===== src/rtl/assert_macros.svh =====
// assertion macros shared by the rtl files
// no dependencies; included by files that carry concurrent checks
`ifndef ASSERT_MACROS_SVH
`define ASSERT_MACROS_SVH

// same-cycle implication, disabled while reset is high
`define QKB_ASSERT_NOW(lbl, clk_s, rst_s, ante, cons) \
  lbl: assert property (@(posedge clk_s) disable iff (rst_s) (ante) |-> (cons)) \
    else $error("assertion failed");

// next-cycle implication, disabled while reset is high
`define QKB_ASSERT_NEXT(lbl, clk_s, rst_s, ante, cons) \
  lbl: assert property (@(posedge clk_s) disable iff (rst_s) (ante) |=> (cons)) \
    else $error("assertion failed");

`endif


===== src/rtl/qkb_pkg.sv =====
// shared types and constants for the quadrature knob with button block
// no dependencies
package qkb_pkg;

  // configuration port
  localparam int unsigned ADDR_W = 3;
  localparam int unsigned DATA_W = 32;
  localparam logic REG_LONG_PRESS_MS = 1'b0;  // register index, taken from paddr[2]
  localparam logic [31:0] LONG_PRESS_RESET = 32'd1000;

  // input command codes
  localparam logic CMD_SAMPLE = 1'b0;
  localparam logic CMD_CAPTURE = 1'b1;

  // button phase codes
  localparam logic [1:0] PHASE_IDLE = 2'd0;
  localparam logic [1:0] PHASE_PRESSING = 2'd1;
  localparam logic [1:0] PHASE_LONG = 2'd2;

  // direction codes
  localparam logic signed [1:0] DIR_NONE = 2'sd0;
  localparam logic signed [1:0] DIR_CW = 2'sd1;
  localparam logic signed [1:0] DIR_CCW = -2'sd1;

  // detent thresholds on the widened step sum
  localparam logic signed [3:0] STEP_DETENT_POS = 4'sd4;
  localparam logic signed [3:0] STEP_DETENT_NEG = -4'sd4;
  localparam logic signed [2:0] STEP_ILLEGAL = 3'sb100;

  // x4 transition table indexed by {previous pair, current pair}
  localparam logic signed [1:0] TRANS_DELTA [0:15] = '{
    2'sd0, -2'sd1, 2'sd1, 2'sd0,
    2'sd1, 2'sd0, 2'sd0, -2'sd1,
    -2'sd1, 2'sd0, 2'sd0, 2'sd1,
    2'sd0, 2'sd1, -2'sd1, 2'sd0
  };

  // one result request
  typedef struct packed {
    logic signed [1:0] direction;
    logic short_press;
    logic long_hold;
  } result_t;

endpackage


===== src/rtl/quadrature_knob_with_button_core.sv =====
// quadrature knob decoder (x4) with short and long button press detection
// depends on qkb_pkg and assert_macros.svh
//
// usage:
//   input channel: in_valid/in_ready with command, pin_a, pin_b, button_level
//   and now_ms. each accepted request yields exactly one result request on
//   out_valid/out_ready carrying direction, short_press and long_hold.
//   command 1 only captures the pin pair and returns an all-zero result.
//   the result is registered; while a result waits it goes to the skid register.
//   throughput: one request per cycle unless stalled; the whole update is one table
//   lookup, a 4-bit add and a 32-bit subtract and compare before the result register.
//   stall: a result register plus a one-entry skid register; one more input
//   is taken while a result waits, then in_ready drops until out_ready.
//   configuration: long_press_ms at byte address 0 over the apb-style port; the user
//   must write it only while idle (the block does not enforce it); pready is always high,
//   reads return the value. reset (rst, synchronous, active high): threshold 1000 ms,
//   pin pair and step count zero, button idle, press start zero, no result pending.
module quadrature_knob_with_button_core (
  input  logic clk,
  input  logic rst,
  // configuration port
  input  logic psel,
  input  logic penable,
  input  logic pwrite,
  input  logic [qkb_pkg::ADDR_W-1:0] paddr,
  input  logic [qkb_pkg::DATA_W-1:0] pwdata,
  output logic [qkb_pkg::DATA_W-1:0] prdata,
  output logic pready,
  // input requests
  input  logic in_valid,
  output logic in_ready,
  input  logic command,
  input  logic pin_a,
  input  logic pin_b,
  input  logic button_level,
  input  logic [31:0] now_ms,
  // result requests
  output logic out_valid,
  input  logic out_ready,
  output logic signed [1:0] direction,
  output logic short_press,
  output logic long_hold
);
  import qkb_pkg::*;

  logic [31:0] long_press_ms;
  logic [1:0] previous_pins;
  logic signed [2:0] step_count;
  logic [1:0] button_phase;
  logic [31:0] press_start_ms;

  logic [1:0] previous_pins_next;
  logic signed [2:0] step_count_next;
  logic [1:0] button_phase_next;
  logic [31:0] press_start_ms_next;
  result_t result_next;

  result_t out_data;
  result_t skid_data;
  logic skid_valid;

  logic in_fire;
  logic out_fire;
  logic cfg_write;
  logic [1:0] pins;
  logic signed [1:0] delta;
  logic signed [3:0] step_sum;
  logic [31:0] held_ms;

  // configuration register
  assign pready = 1'b1;
  assign cfg_write = psel && penable && pwrite && pready;
  assign prdata = (paddr[2] == REG_LONG_PRESS_MS) ? long_press_ms : '0;

  always_ff @(posedge clk) begin
    if (rst) begin
      long_press_ms <= LONG_PRESS_RESET;
    end else if (cfg_write && paddr[2] == REG_LONG_PRESS_MS) begin
      long_press_ms <= pwdata;
    end
  end

  // handshakes
  assign in_ready = !skid_valid;
  assign in_fire = in_valid && in_ready;
  assign out_fire = out_valid && out_ready;

  // step count update from the transition table
  assign pins = {pin_a, pin_b};
  assign delta = TRANS_DELTA[{previous_pins, pins}];
  assign step_sum = {step_count[2], step_count} + {{2{delta[1]}}, delta};
  assign held_ms = now_ms - press_start_ms;

  always_comb begin
    previous_pins_next = pins;
    step_count_next = step_count;
    button_phase_next = button_phase;
    press_start_ms_next = press_start_ms;
    result_next = '{direction: DIR_NONE, short_press: 1'b0, long_hold: 1'b0};

    if (command == CMD_SAMPLE) begin
      // detent detection
      if (step_sum >= STEP_DETENT_POS) begin
        result_next.direction = DIR_CW;
        step_count_next = '0;
      end else if (step_sum <= STEP_DETENT_NEG) begin
        result_next.direction = DIR_CCW;
        step_count_next = '0;
      end else begin
        step_count_next = step_sum[2:0];
      end

      // button machine, the unused code behaves as idle
      unique case (button_phase)
        PHASE_PRESSING: begin
          if (button_level) begin
            result_next.short_press = 1'b1;
            button_phase_next = PHASE_IDLE;
          end else if (held_ms >= long_press_ms) begin
            result_next.long_hold = 1'b1;
            button_phase_next = PHASE_LONG;
          end
        end
        PHASE_LONG: begin
          if (button_level) begin
            button_phase_next = PHASE_IDLE;
          end
        end
        default: begin
          if (!button_level) begin
            button_phase_next = PHASE_PRESSING;
            press_start_ms_next = now_ms;
          end else begin
            button_phase_next = PHASE_IDLE;
          end
        end
      endcase
    end
  end

  // decoder state
  always_ff @(posedge clk) begin
    if (rst) begin
      previous_pins <= '0;
      step_count <= '0;
      button_phase <= PHASE_IDLE;
      press_start_ms <= '0;
    end else if (in_fire) begin
      previous_pins <= previous_pins_next;
      step_count <= step_count_next;
      button_phase <= button_phase_next;
      press_start_ms <= press_start_ms_next;
    end
  end

  // result register and skid register control
  always_ff @(posedge clk) begin
    if (rst) begin
      out_valid <= 1'b0;
      skid_valid <= 1'b0;
    end else if (skid_valid) begin
      if (out_ready) begin
        skid_valid <= 1'b0;
      end
    end else if (in_fire) begin
      if (out_valid && !out_ready) begin
        skid_valid <= 1'b1;
      end else begin
        out_valid <= 1'b1;
      end
    end else if (out_fire) begin
      out_valid <= 1'b0;
    end
  end

  // result payload
  always_ff @(posedge clk) begin
    if (skid_valid) begin
      if (out_ready) begin
        out_data <= skid_data;
      end
    end else if (in_fire) begin
      if (out_valid && !out_ready) begin
        skid_data <= result_next;
      end else begin
        out_data <= result_next;
      end
    end
  end

  assign direction = out_data.direction;
  assign short_press = out_data.short_press;
  assign long_hold = out_data.long_hold;

  // checks
`include "assert_macros.svh"

  `QKB_ASSERT_NOW(a_skid_implies_out, clk, rst, skid_valid, out_valid)
  `QKB_ASSERT_NEXT(a_stall_fills_skid, clk, rst, in_fire && out_valid && !out_ready, skid_valid)
  `QKB_ASSERT_NEXT(a_skid_drains, clk, rst, skid_valid && out_ready, out_valid && !skid_valid)
  `QKB_ASSERT_NOW(a_step_in_range, clk, rst, 1'b1, step_count != STEP_ILLEGAL)

endmodule


===== config.mk =====
export PLATFORM = sky130hd
export DESIGN_NAME = quadrature_knob_with_button_core
export DESIGN_NICKNAME = d
export VERILOG_FILES = /design/src/rtl/qkb_pkg.sv /design/src/rtl/quadrature_knob_with_button_core.sv
export VERILOG_INCLUDE_DIRS = /design/src /design/src/rtl
export SDC_FILE = /design/constraint.sdc
export NUM_CORES = 1
export LEC_CHECK = 0
export ABC_AREA = 1
export BUFFER_PORTS_ARGS = -buffer_cell sky130_fd_sc_hd__buf_4
export CORE_UTILIZATION = 40
export CTS_CLUSTER_DIAMETER = 50
export CTS_CLUSTER_SIZE = 16
export DETAILED_ROUTE_END_ITERATION = 8
export PLACE_DENSITY = 0.57
export SLEW_MARGIN = 20
export SYNTH_ARGS = -nofsm -noshare
export SYNTH_HDL_FRONTEND = slang
export SYNTH_SLANG_ARGS = --single-unit

===== constraint.sdc =====
create_clock -name clk -period 4 [get_ports clk]
set_clock_uncertainty 0.15 [all_clocks]
set_input_delay 0 -clock clk [delete_from_list [all_inputs] [get_ports clk]]
set_output_delay 0 -clock clk [all_outputs]
set_load 0.01 [all_outputs]

Yosys cells after proc, flatten, opt, wreduce, memory -nomap -nowiden --
Memories as Yosys holds them, arrays and structs flattened. Index checks and enable logic that the tools add are counted.
Word-level totals: memories 1, ROM bits 32, logic and storage cells 78, bits in registers 81
Memory list:
- (name not given) | words 16, bits a word 2, read ports 1, clocked after memory_dff 0, wr ports 0, line quadrature_knob_with_button_core.sv:90 | assign delta = TRANS_DELTA[{previous_pins, pins}];
Operators by class: muxes and demuxes 28, reduce and logical (&&, ||, !) cells 17, $lt $le $gt $ge 4, equality and inequality tests 7, add/subtract/negate cells 2, bitwise gates (word level) 6
Operators with widths (count):
- >= comparator 32 bit | 1
- 2-to-1 mux 32 bit | 1
- subtractor 32 bit | 1
- 2-to-1 mux 4 bit | 5
- 2-to-1 mux 2 bit | 8
- 2-to-1 mux 1 bit | 11
- AND reduction 3 bit | 3
- inequality test 2 bit, second input constant | 4
- AND reduction 4 bit | 2
- logical AND 1 bit | 6
- 2-to-1 mux 3 bit | 2
- >= comparator 5 bit, second input constant | 1
- inverter 1 bit | 5
- inverter 4 -> 5 bit | 1
- adder 3 x 2 -> 4 bit | 1
- >= comparator 4 bit, second input constant | 1
- less-or-equal comparator 4 x 3 -> 1 bit, second input constant | 1
- case mux 2 bit (2 select lines) | 1
- nonzero test 2 bit | 2
- inequality test 3 bit, second input constant | 1
- == test 2 x 1 -> 1 bit, second input constant | 1
- == test 2 bit, second input constant | 1
- logical NOT 1 bit | 2
- AND reduction 2 bit | 1
- OR reduction 2 bit | 1

Longest topological paths before layout --
Gate-level depths: netlist of the first run.
depth in word-level cells 12, gate-level depth with buffers 25, gate-level depth less buffers 25

Worst setup path before layout of the first run --
No wires, ideal clock.
path kind reg-to-reg, from register press_start_ms[0], to register out_data, in the netlist long_hold (data pin), stages on the path, launching flop included 25, required time 3598 ps, path slack 946 ps, arrival 2652 ps, period minus slack after synthesis 3054 ps, setup time 252 ps, path through dfxtp_1 ha_1 inv_1 fa_1 nand3_1 nand2_2 a21oi_4 inv_1 a21oi_2 inv_2 a21oi_2 xnor2_1 ha_1 nand2_1 inv_1 nand2_1 nand2_1 nand2_1 nand2_1 a21oi_1 nand3_1 nand2_1 nor2_1 nand2_1 nand2_1
RTL lines:
- start, declared | line quadrature_knob_with_button_core.sv:50 | logic [31:0] press_start_ms;
- start signal, assigned | line quadrature_knob_with_button_core.sv:152 | press_start_ms <= press_start_ms_next;
- end signal, assigned | line quadrature_knob_with_button_core.sv:180 | out_data <= skid_data;
- end signal, assigned | line quadrature_knob_with_button_core.sv:186 | out_data <= result_next;
- end, declared | line quadrature_knob_with_button_core.sv:58 | result_t out_data;

==> results by group, run 1 <==
Global route
  • Vias in the first global route: 5,662
  • GR Util All Layers: 0.2156
  • Initial antenna violation count: 0
  • Overflow after GRT: 0
  • Pin count of the biggest net entering global routing: 62
  • Global-route wire length before repair: 25.47 mm

Timing
  • Slew of the pin with the lowest slew margin: 910.9 ps
  • Max Fclk: 275.3 MHz
  • Final Slew Violations: 0
  • Slew margin rel.: 0.3889
  • Final TNS setup: 0 ps
  • Crit path time final: 3632 ps
  • Crit share post-route: 0.9081
  • RSZ-0062 raised after global routing: no
  • Final setup violation count: 0
  • Fin. Hold Viols: 0

Clock tree
  • CTS tree: yes
  • TritonCTS Buffers: 9
  • Clk pin slew, worst setup/hold paths: 60 ps
  • # H-tree levels: 3
  • Root buf cell: clkbuf_16
  • Clock latency on the worst-skew pair: 350 ps
  • Clk buf depth: 2
  • TritonCTS Sinks: 81

Critical path
  • Reg2reg start: press_start_ms[0]
  • R2R setup slack: 430 ps
  • CP startpoint kind: primary input
  • Crit-path slowest cell: dlygate4sd3_1
  • Arrival time worst endpoint: 3710 ps
  • Setup Crit Path Kind: in -> reg
  • Crit-path max FO: 3
  • Top cell by count, worst path: nand2_1
  • Max incr delay on CP: 550 ps
  • CP Data Required Time: 4070 ps
  • Crit path launch: now_ms[0]
  • CP Capture Type: register

Route
  • Total length of routed wires: 15.55 mm
  • Detailed Routing Iterations Pass 1: 5
  • DR iter-0 viols: 266
  • WL/cell: 13.07 um
  • Post-route DRC: 0
  • ANT nets after route: 0
  • DR vias: 5,858
  • Vias per cell: 4.927

Outcome
  • Status: finished, final reports clean

Yosys
  • Syn Nets: 980
  • Avg Synthesized Cell Area: 7.104 sq um
  • Distinct cells, synth: 39
  • Synth Flop Type: dfxtp_1
  • YS warnings: 0
  • Syn Std Cell Area: 0.005882 sq mm
  • Seq/Total Area, Yosys: 0.2893
  • FFs w/ async S/R, synth: 0
  • Synth Register Bits: 81
  • EDFF count, synth: 8
  • Cell count after synthesis: 828

Final layout
  • Area growth, synth to finish: 34.31%
  • Filler cells: 1,410
  • Footprint of the multi-input gates: 0.003570 sq mm
  • Fin nets: 1,156
  • FF+latch area: 0.001702 sq mm
  • Layout cells sized above 1: 0.1625
  • Antenna cells: 0

Placement
  • Post-DP HPWL: 11.69 mm
  • PortBufs: 113
  • GP Congestion: 0.8587

Floorplanning
  • Initial Utilization: 0.4173
  • Core Rows: 43
  • Die area: 0.01519 sq mm
  • Top Ports: 117
  • Die H: 123.3 um
  • Core area: 0.01410 sq mm
  • DIE WIDTH: 123.3 um

Power and ir drop
  • Worst VDD drop: 0.1946 mV
  • Final Total Pwr: 2.575 mW
  • PwrDens: 325.9 mW/mm^2
  • Leakage: 3.581 nW

Worst hold path
  • HP Class: in -> reg
  • Worst Hold Launch: in_valid

Run
  • MaxCap Viol Count: 0
-- critical path: cells and delay by family --
family / cells / cell delay (ps)
adders and majority gates: 3 / 830
and+or+nand+nor: 16 / 1550
AOI/OAI and AO/OA: 2 / 350
buffers and inverters: 6 / 960
-- layout by cell type (no fill, tap or decap), types with 3 or more instances in the layout --
cell,n
nand2_1,126
dfxtp_1,73
edfxtp_1,8
o211ai_1,6
a31oi_1,3
o21ai_0,86
nand4_1,7
xor2_1,18
nand3_1,19
xnor2_1,15
a21oi_2,10
dlygate4sd3_1,75
nand2_2,5
nor2_1,83
a21oi_1,113
inv_2,7
o21ai_1,4
buf_4,114
nand3_2,3
inv_1,123
clkbuf_16,9
ha_1,72
-- worst paths after layout --
| path | to | depth (start not counted) |
|---|---|---|
| max reg2reg | long_hold | 24 |
| min | step_count[0] | 5 |
| min reg2reg | press_start_ms[11] | 2 |
| max | long_hold | 27 |
-- cells in the mapped netlist (3+ instances only) --
library cell	count	area [sq um]
buf_6	3	33.78
nand2_2	5	31.28
dfxtp_1	73	1461
nor2_1	84	315.3
xnor2_1	15	131.4
a21oi_1	113	565.5
xor2_1	18	157.7
o21ai_1	4	20.02
a21oi_2	10	87.58
inv_2	7	26.28
ha_1	72	900.9
nand3_2	3	30.03
clkbuf_1	15	56.30
o211ai_1	6	45.04
o21ai_0	86	430.4
nand3_1	19	95.09
nand2_1	126	473.0
edfxtp_1	8	240.2
inv_1	124	465.5
buf_2	4	20.02
a31oi_1	3	18.77
nand4_1	7	43.79
-- cell type report --
type,instances,share of cell area
clock buffers,10,0.03025
clock inverters,6,0.008394
inverters,131,0.06224
multi-input cells,592,0.4519
flip-flops and latches,81,0.2154
well taps,180,0.02851
repair buffers,189,0.2034
-- power by group --
group | internal, mW | switching, mW
registers | 0.861 | 0.0134
logic | 0.367 | 0.466
clock network | 0.503 | 0.363
total | 1.73 | 0.843
-- timing repair --
action / in CTS / in global routing
hold buffers: 75 / 0
buffers inserted: 0 / 0
endpoints found under the setup margin: 0 / 1
gates resized for setup: 0 / 1
endpoints found under the hold margin: 81 / 0
-- stage by stage --
stage	cells	util	hold slack [ps]	instance area (sq um)	setup slack, ps
6_report	1189	0.5604	10.95	7900	367.5
3_5_place_dp	1098	0.4854	74.35	6842	456.9
4_1_cts	1189	0.5603	0.9922	7898	360.7
5_1_grt	1189	0.5604	37.53	7900	33.25
3_3_place_gp	1098	0.4854	67.34	6842	542.1
2_1_floorplan	828	-	-80.93	5882	945.8
-- state kept, by name (all words and copies together) (netlist names) --
| name | flops |
|---|---|
| skid_data | 4 |
| out_valid | 1 |
| step_count | 3 |
| long_hold | 1 |
| skid_valid | 1 |
| press_start_ms | 32 |
| short_press | 1 |
| direction | 2 |
| long_press_ms | 32 |
| button_phase | 2 |
| previous_pins | 2 |
-- layer usage --
| metal | GRT usage | vias up | part of all wire |
|---|---|---|---|
| li1 | - | 3075 | - |
| met1 | 0.2656 | 2627 | 0.47 |
| met2 | 0.3767 | 132 | 0.46 |
| met3 | 0.02906 | 24 | 0.044 |
| met4 | 0.08735 | 0 | 0.021 |
| met5 | 0 | - | 0 |
-- kinds of logic after synthesis --
logic type / Yosys count / share of synthesized area
xor+xnor: 33 / 0.04914
flops: 81 / 0.2893
other cells: 1 / 0.0006376
fa+ha+maj: 74 / 0.1600
compound gates: 230 / 0.2110
buf+inv: 155 / 0.1042
simple gates: 254 / 0.1857
No activity file was read; power rests on OpenSTA's default activity.
==> run 2: changes to the inputs <==
Settings changed: CORE_UTILIZATION 40 to 30, PLACE_DENSITY 0.57 to 0.45.
==> run 2 against run 1 <==
Effect of this change: utilization fell by 14 points; cell count rose by 7.0%; largest power group unchanged; final area rose by 1.3%; clock power fell by 6.1%; via count fell by 3.5%; combinational power barely moved.
==> results by group, run 2 (synthesis gave the netlist of run 1 again) <==
Critical path
  • FF-to-FF path depth: 22 (was 24)
  • CP startpoint kind: primary input (unchanged)
  • R2R setup slack: 490 ps (was 430 ps)
  • Crit-path max FO: 3 (unchanged)
  • Crit path launch: now_ms[0] (unchanged)
  • Reg2reg start: press_start_ms[2] (was press_start_ms[0])
  • CP Capture Type: register (unchanged)
  • Top cell by count, worst path: nand2_1 (unchanged)
  • Buffers & Inverters on Critical Path: 6 (unchanged)
  • Critical Path End: long_hold (unchanged)
  • Critical R2R Capture: long_hold (unchanged)
  • Setup Crit Path Kind: in -> reg (unchanged)
  • Arrival time worst endpoint: 3680 ps (was 3710 ps)
  • Max incr delay on CP: 560 ps (was 550 ps)
  • CP Data Required Time: 4080 ps (was 4070 ps)
  • WP depth: 27 (unchanged)
  • Crit-path slowest cell: dlygate4sd3_1 (unchanged)
  • CP top delay family: simple AND/OR/NAND/NOR gates (unchanged)

Final layout
  • Post-layout instance area: 0.007999 sq mm (was 0.007900 sq mm)
  • Fin nets: 1,159 (was 1,156)
  • Commonest cells after routing, fill and taps aside: nand2_1 (126), inv_1 (124), buf_4 (115) (was nand2_1 (126), inv_1 (123), buf_4 (114))
  • Layout cells sized above 1: 0.1621 (was 0.1625)
  • Largest regs: long_press_ms (32), press_start_ms (32), skid_data (4) (unchanged)
  • Most common cell after layout, fill and taps aside: nand2_1 (unchanged)
  • Antenna cells: 0 (unchanged)
  • Area growth, synth to finish: 35.99% (was 34.31%)

Route
  • Vias per cell: 4.446 (was 4.927)
  • Post-route DRC: 0 (unchanged)
  • DR iter-0 viols: 237 (was 266)
  • ANT nets after route: 0 (unchanged)
  • DR vias: 5,655 (was 5,858)
  • WL/cell: 12.74 um (was 13.07 um)
  • Total length of routed wires: 16.21 mm (was 15.55 mm)
  • Detailed Routing Iterations Pass 1: 4 (was 5)

Outcome
  • Status: finished, final reports clean (unchanged)

Timing
  • Final TNS setup: 0 ps (unchanged)
  • Slew margin rel.: 0.4001 (was 0.3889)
  • Final Slew Violations: 0 (unchanged)
  • Crit share post-route: 0.8999 (was 0.9081)
  • Final setup violation count: 0 (unchanged)
  • RSZ-0062 raised after global routing: no (unchanged)
  • Slew of the pin with the lowest slew margin: 898.5 ps (was 910.9 ps)
  • Fin. Hold Viols: 0 (unchanged)
  • Crit path time final: 3600 ps (was 3632 ps)
  • Max Fclk: 277.8 MHz (was 275.3 MHz)

Power and ir drop
  • Leakage: 3.587 nW (was 3.581 nW)
  • PwrDens: 315.3 mW/mm^2 (was 325.9 mW/mm^2)
  • Worst VDD drop: 0.1753 mV (was 0.1946 mV)

Global route
  • Vias in the first global route: 5,301 (was 5,662)
  • Initial antenna violation count: 0 (unchanged)
  • GR Util All Layers: 0.1669 (was 0.2156)
  • Overflow after GRT: 0 (unchanged)
  • Pin count of the biggest net entering global routing: 62 (unchanged)
  • Global-route wire length before repair: 26.45 mm (was 25.47 mm)

Clock tree
  • Clk buf depth: 2 (unchanged)
  • TritonCTS Sinks: 81 (unchanged)
  • Clk pin slew, worst setup/hold paths: 70 ps (was 60 ps)
  • Clock latency on the worst-skew pair: 350 ps (about the same)
  • TritonCTS Buffers: 9 (unchanged)
  • # H-tree levels: 3 (unchanged)
  • Root buf cell: clkbuf_16 (unchanged)
  • CTS tree: yes (unchanged)

Placement
  • Post-DP HPWL: 12.42 mm (was 11.69 mm)
  • PortBufs: 113 (unchanged)
  • DP Area: 0.006949 sq mm (was 0.006842 sq mm)
  • GP Congestion: 0.7944 (was 0.8587)

Floorplanning
  • Core area: 0.01896 sq mm (was 0.01410 sq mm)
  • Die area: 0.02017 sq mm (was 0.01519 sq mm)
  • DIE WIDTH: 142.0 um (was 123.3 um)
  • Core Rows: 50 (was 43)
  • Initial Utilization: 0.3103 (was 0.4173)
  • Die H: 142.0 um (was 123.3 um)
  • Top Ports: 117 (unchanged)

Worst hold path
  • HP Class: in -> reg (unchanged)
  • Cells on Worst Hold Path: 4 (was 5)

Run
  • MaxCap Viol Count: 0 (unchanged)
-- run 2: cell types whose count changed in the layout (fill, tap and decap cells not counted), sizes merged --
cell         change
clkbuf           -1
inv              +3
clkinv           -1
dlygate4sd3      +2
bufinv           -1
buf              +1
-- run 2: area by class of cell --
| cell class | instances | area, sq um |
|---|---|---|
| clock inverters | 7 | 53.80 |
| inverters | 131 | 491.7 |
| flip-flops and latches | 81 | 1702 |
| well taps | 260 | 325.3 |
| multi-input cells | 592 | 3567 |
| clock buffers | 9 | 225.2 |
| repair buffers | 192 | 1634 |
| fillers | 2012 | 10960 |
-- run 2: metrics by stage --
| stage | power, mW | cells | setup slack [ps] | utilization | hold WS, ps |
|---|---|---|---|---|---|
| 6_report | 2.522 | 1272 | 400.3 | 0.4220 | 150.4 |
| 5_1_grt | 2.713 | 1272 | 6.919 | 0.4220 | 202.6 |
| 4_1_cts | 2.561 | 1272 | 370.8 | 0.4220 | 154.7 |
| 3_5_place_dp | 1.673 | 1179 | 471.3 | 0.3666 | 77.59 |
| 3_3_place_gp | 1.671 | 1179 | 513.1 | 0.3666 | 76.93 |
| 2_1_floorplan | 1.440 | 828 | 945.8 | - | -80.93 |
-- run 2: report_power, final --
part / total [mW] / switching (mW) / internal [mW]
registers: 0.873 / 0.0128 / 0.861
clock network: 0.814 / 0.386 / 0.428
logic: 0.835 / 0.467 / 0.368
-- run 2: how the worst min path moves through the flow --
stage	endpoint	from	slack [ps]
2_1_floorplan	button_phase[0]	rst	-80
6_report	long_press_ms[7]	penable	150
3_3_place_gp	out_valid	rst	80
3_5_place_dp	out_valid	rst	80
4_1_cts	long_press_ms[7]	penable	150
5_1_grt	long_press_ms[6]	penable	200
-- run 2: routing by layer --
metal,part of all wire,track usage,wire (um)
met2,0.44,0.2693,7197
met4,0.013,0.05829,210
met1,0.52,0.2285,8399
met5,0,0,0
met3,0.025,0.01952,399
-- run 2: worst reg2reg max path, delay by kind of cell (launching register included) --
family / cells / cell delay, ps
simple gates: 13 / 1310
fa+ha+maj: 2 / 630
compound gates: 3 / 620
flops: 1 / 310
buf+inv: 3 / 200
xor+xnor: 1 / 150
-- run 2: repair_timing --
action	CTS	global route
hold buffers	77	0
endpoints found under the hold margin	85	0
buffers inserted	0	0
gates resized for setup	0	0
